--- src/sv/ffha_pkg.sv ---
// ============================================================================
// ffha_pkg
// Shared types and constants for the first-fit heap allocator.
// ============================================================================
package ffha_pkg;

    // Default sizing, overridable on the top level
    localparam int HEAP_BYTES_DEF    = 1 * 1024 * 1024;
    localparam int HEADER_BYTES_DEF  = 24;
    localparam int MIN_REMAINDER_DEF = 8;

    // Fixed field width of the request/result payload
    localparam int FIELD_W = 21;

    // Block alignment: sizes round up to 8, headers are indexed by pos / 8
    localparam int ALIGN    = 8;
    localparam int ALIGN_SH = 3;

    typedef enum logic {
        CMD_ALLOC = 1'b0,
        CMD_FREE  = 1'b1
    } t_cmd;

    typedef struct packed {
        t_cmd                command;
        logic [FIELD_W-1:0]  request_size;
        logic [FIELD_W-1:0]  block_offset;
    } t_req;

    typedef struct packed {
        logic [FIELD_W-1:0]  data_offset;
        logic                success;
    } t_rsp;

    // Shared adder operation
    typedef enum logic {
        ALU_ADD = 1'b0,
        ALU_SUB = 1'b1
    } t_alu_op;

    // Header store access controls
    typedef struct packed {
        logic rd;
        logic wr;
        logic wfree;
    } t_hs_ctl;

    // Sequencer states
    typedef enum logic [4:0] {
        S_IDLE,
        S_A_NEED,
        S_A_EV,
        S_A_NEXT,
        S_A_FIT,
        S_A_SPL1,
        S_A_SPL2,
        S_A_SPL3,
        S_A_DONE,
        S_F_TGT,
        S_F_CHK,
        S_F_EV,
        S_F_MARK,
        S_M_RD,
        S_M_EV,
        S_M_NXT,
        S_M_EV2
    } t_state;

endpackage

--- src/sv/ffha_alu.sv ---
// ============================================================================
// ffha_alu
// Shared three-operand adder/subtractor with sign and zero flags.
// ============================================================================
module ffha_alu #(
    parameter int AW = 23
) (
    input  ffha_pkg::t_alu_op i_op,
    input  logic [AW-1:0]     i_a,
    input  logic [AW-1:0]     i_b,
    input  logic [AW-1:0]     i_c,
    output logic [AW-1:0]     o_res,
    output logic              o_ge,
    output logic              o_zero
);
    import ffha_pkg::*;

    logic [AW+1:0] a_x;
    logic [AW+1:0] b_x;
    logic [AW+1:0] c_x;
    logic [AW+1:0] sum;

    assign a_x = {2'b00, i_a};
    assign b_x = {2'b00, i_b};
    assign c_x = {2'b00, i_c};

    // a + b + c, or a - b - c; two guard bits keep the sign
    always_comb begin
        unique case (i_op)
            ALU_ADD: sum = a_x + b_x + c_x;
            ALU_SUB: sum = a_x - b_x - c_x;
            default: sum = a_x;
        endcase
    end

    assign o_res  = sum[AW-1:0];
    assign o_ge   = ~sum[AW+1];
    assign o_zero = (sum == '0);

endmodule

--- config.mk ---
export PLATFORM = sky130hd
export DESIGN_NAME = ffha_alu
export DESIGN_NICKNAME = d
export VERILOG_FILES = /design/src/sv/ffha_pkg.sv /design/src/sv/ffha_alu.sv
export SDC_FILE = /design/constraint.sdc
export NUM_CORES = 1
export LEC_CHECK = 0
export BUFFER_PORTS_ARGS = -buffer_cell sky130_fd_sc_hd__buf_2
export CORE_AREA = 2 2 89 91
export DETAILED_ROUTE_END_ITERATION = 8
export DIE_AREA = 0 0 91 93
export PLACE_DENSITY = 0.84
export SYNTH_ARGS = -nofsm -noshare
export SYNTH_HDL_FRONTEND = slang
export SYNTH_SLANG_ARGS = --single-unit
--- constraint.sdc ---
create_clock -name vclk -period 8.6
set_input_delay 1.72 -clock vclk [all_inputs]
set_output_delay 1.72 -clock vclk [all_outputs]
set_load 0.02 [all_outputs]
==> results_dict.tcl <==
set metrics [dict create \
    status "finished clean" \
    endpoint "o_zero" \
    ff_latch_area_um2 0 \
    relSlewSlack_pct 45.4 \
    worstPathMaxFanout 4 \
    whs_path_depth 5 \
    die_w_um 91 \
    pin_count 95 \
    ctsResizeCount 0 \
    dieArea_um2 8460 \
    fin_crit_ns 8.33 \
    mostFrequentLayoutCell "buf_2" \
    antenna_found_initial 0 \
    postRouteAntennaNets 0 \
    final_cell_mix "95 x buf_2, 68 x ha_1, 60 x inv_1" \
    multi_input_area_um2 4000 \
    start_util_pct 56.6 \
    fillers 715 \
    nClkBuffers 0 \
    hold_viol 0 \
    portBuffers 95 \
    dp_slack_ns 0.409 \
    start_kind "input pin" \
    fmax_mhz 120 \
    grt_usage_pct 27.7 \
    rows 32 \
    maxCapViolCount 0 \
    synth-seq-area-share_pct 0 \
    fin_tns_setup_ns 0 \
    p_total_mw 0.766 \
    ys_warn_count 0 \
    cp.arrival_ns 6.61 \
    irDropWorstVdd_v 0.0000769 \
    endpoint_kind "output port" \
    required_ns 6.88 \
    fin_nets 827 \
    num_vias 4579 \
    power.leakage_nw 2.41 \
    antenna_cells 0 \
    fin_util_pct 64.3 \
    grt-ovfl-total 0 \
    first_iter_violations 298 \
    nFlopsAndLatches 0 \
    dieHeight_um 93 \
    coreArea_um2 7530 \
    hold_buffers 0 \
    viasPerCell 6.00 \
    drc 0 \
    power_density_nw_per_um2 158 \
    ys_types 68 \
    cts_setup_buffers 0 \
    rsz0062_at_grt "no" \
    tightest_slew_ns 0.819 \
    syn-cell-area_um2 4260 \
    startpoint "i_a[0]" \
    wire_per_inst_um 15.4 \
    place.gp.congestion 0.975 \
    grt_max_degree 45 \
    report.final.slew_viol_count 0 \
    worst_hold_path_type "in -> out" \
    setup_ws_ns 0.269 \
    routed_wl_mm 11.8 \
    setup_violations 0 \
    min_period_over_period_pct 96.9 \
    avgSynthCellArea_um2 7.43 \
    layout-drive-gt1-share_pct 17.5 \
    syn-num-nets 737 \
    dpl.hpwl_mm 10.2 \
    crit_type "in -> out" \
    first_global_vias 4553 \
    layout-area-overhead-vs-synth_pct 13.6 \
    syn_inst 573 \
    firstDrtPassIters 5 \
    grt_pass1_wl_mm 20.1 \
]
## power by group
group          switching [mW]  leakage [nW]  internal [mW]
logic                   0.459          2.41          0.307
registers                   0             0              0
clock network               0             0              0
## final cells by class
type,count,share of cell area [%]
Multi-Input combinational cell,505,82.7
Timing Repair Buffer,96,9.98
Inverter,60,4.66
Tap cell,102,2.64
## layer usage
metal | GRT usage [%] | wire (um) | vias up
met4 | 6.19 | 226 | 0
met5 | 0 | 0 | -
met3 | 1.45 | 673 | 23
met2 | 50.7 | 5770 | 180
met1 | 36.2 | 5110 | 2129
li1 | - | - | 2247
## metrics by stage
step	hold slack [ns]	cell area, um^2	instances
after detailed placement	3.94	4840	763
after CTS	3.94	4840	763
final	3.94	4840	763
after global routing	3.96	4840	763
after floorplan	3.72	4260	573
after global placement	3.95	4840	763
## Yosys cell counts (7+ instances only)
master / number / area, um^2
a21o_1: 18 / 135
ha_1: 68 / 851
o21ai_0: 31 / 155
inv_1: 60 / 225
nand3_1: 15 / 75.1
xnor2_1: 28 / 245
a21oi_1: 56 / 280
o21a_1: 10 / 75.1
nor3_1: 11 / 55.1
nor2b_1: 8 / 50.1
and3_1: 7 / 43.8
nand2b_1: 16 / 100
fa_1: 26 / 521
nand2_1: 42 / 158
a211oi_1: 8 / 60.1
nor2_1: 39 / 146
xor2_1: 20 / 175
## worst min path at each step
stage / slack [ns] / start / to
5_1_grt: 3.96 / i_c[0] / o_res[0]
4_1_cts: 3.94 / i_c[0] / o_res[0]
2_1_floorplan: 3.72 / i_c[0] / o_res[0]
3_5_place_dp: 3.94 / i_c[0] / o_res[0]
6_report: 3.94 / i_c[0] / o_res[0]
3_3_place_gp: 3.95 / i_c[0] / o_res[0]
## logic make-up after synthesis
kind of cell | count (synthesis) | share of synthesized area (%)
AOI/OAI and AO/OA | 185 | 29.9
xor gates and xnor gates | 49 | 10.3
adders and majority gates | 94 | 32.2
buffers and inverters | 68 | 6.02
muxes | 4 | 0.970
and+or+nand+nor | 173 | 20.6
## worst max-delay path: stages
cell,delay (ns)
buf_2,0.08
inv_1,0.06
ha_1,0.23
fa_1,0.41
nor2b_1,0.12
o21ai_0,0.11
a21o_1,0.22
a31oi_1,0.32
a41oi_1,0.29
or2_2,0.36
a21oi_1,0.18
o21a_1,0.14
nor2_1,0.05
xnor2_1,0.13
ha_1,0.34
and3_1,0.21
o211ai_1,0.08
a21oi_1,0.10
nor4b_1,0.40
and3b_1,0.23
o21a_1,0.18
o2111a_1,0.23
nor3_1,0.21
nor4_2,0.07
buf_2,0.17
(Power assumes the default switching activity.)
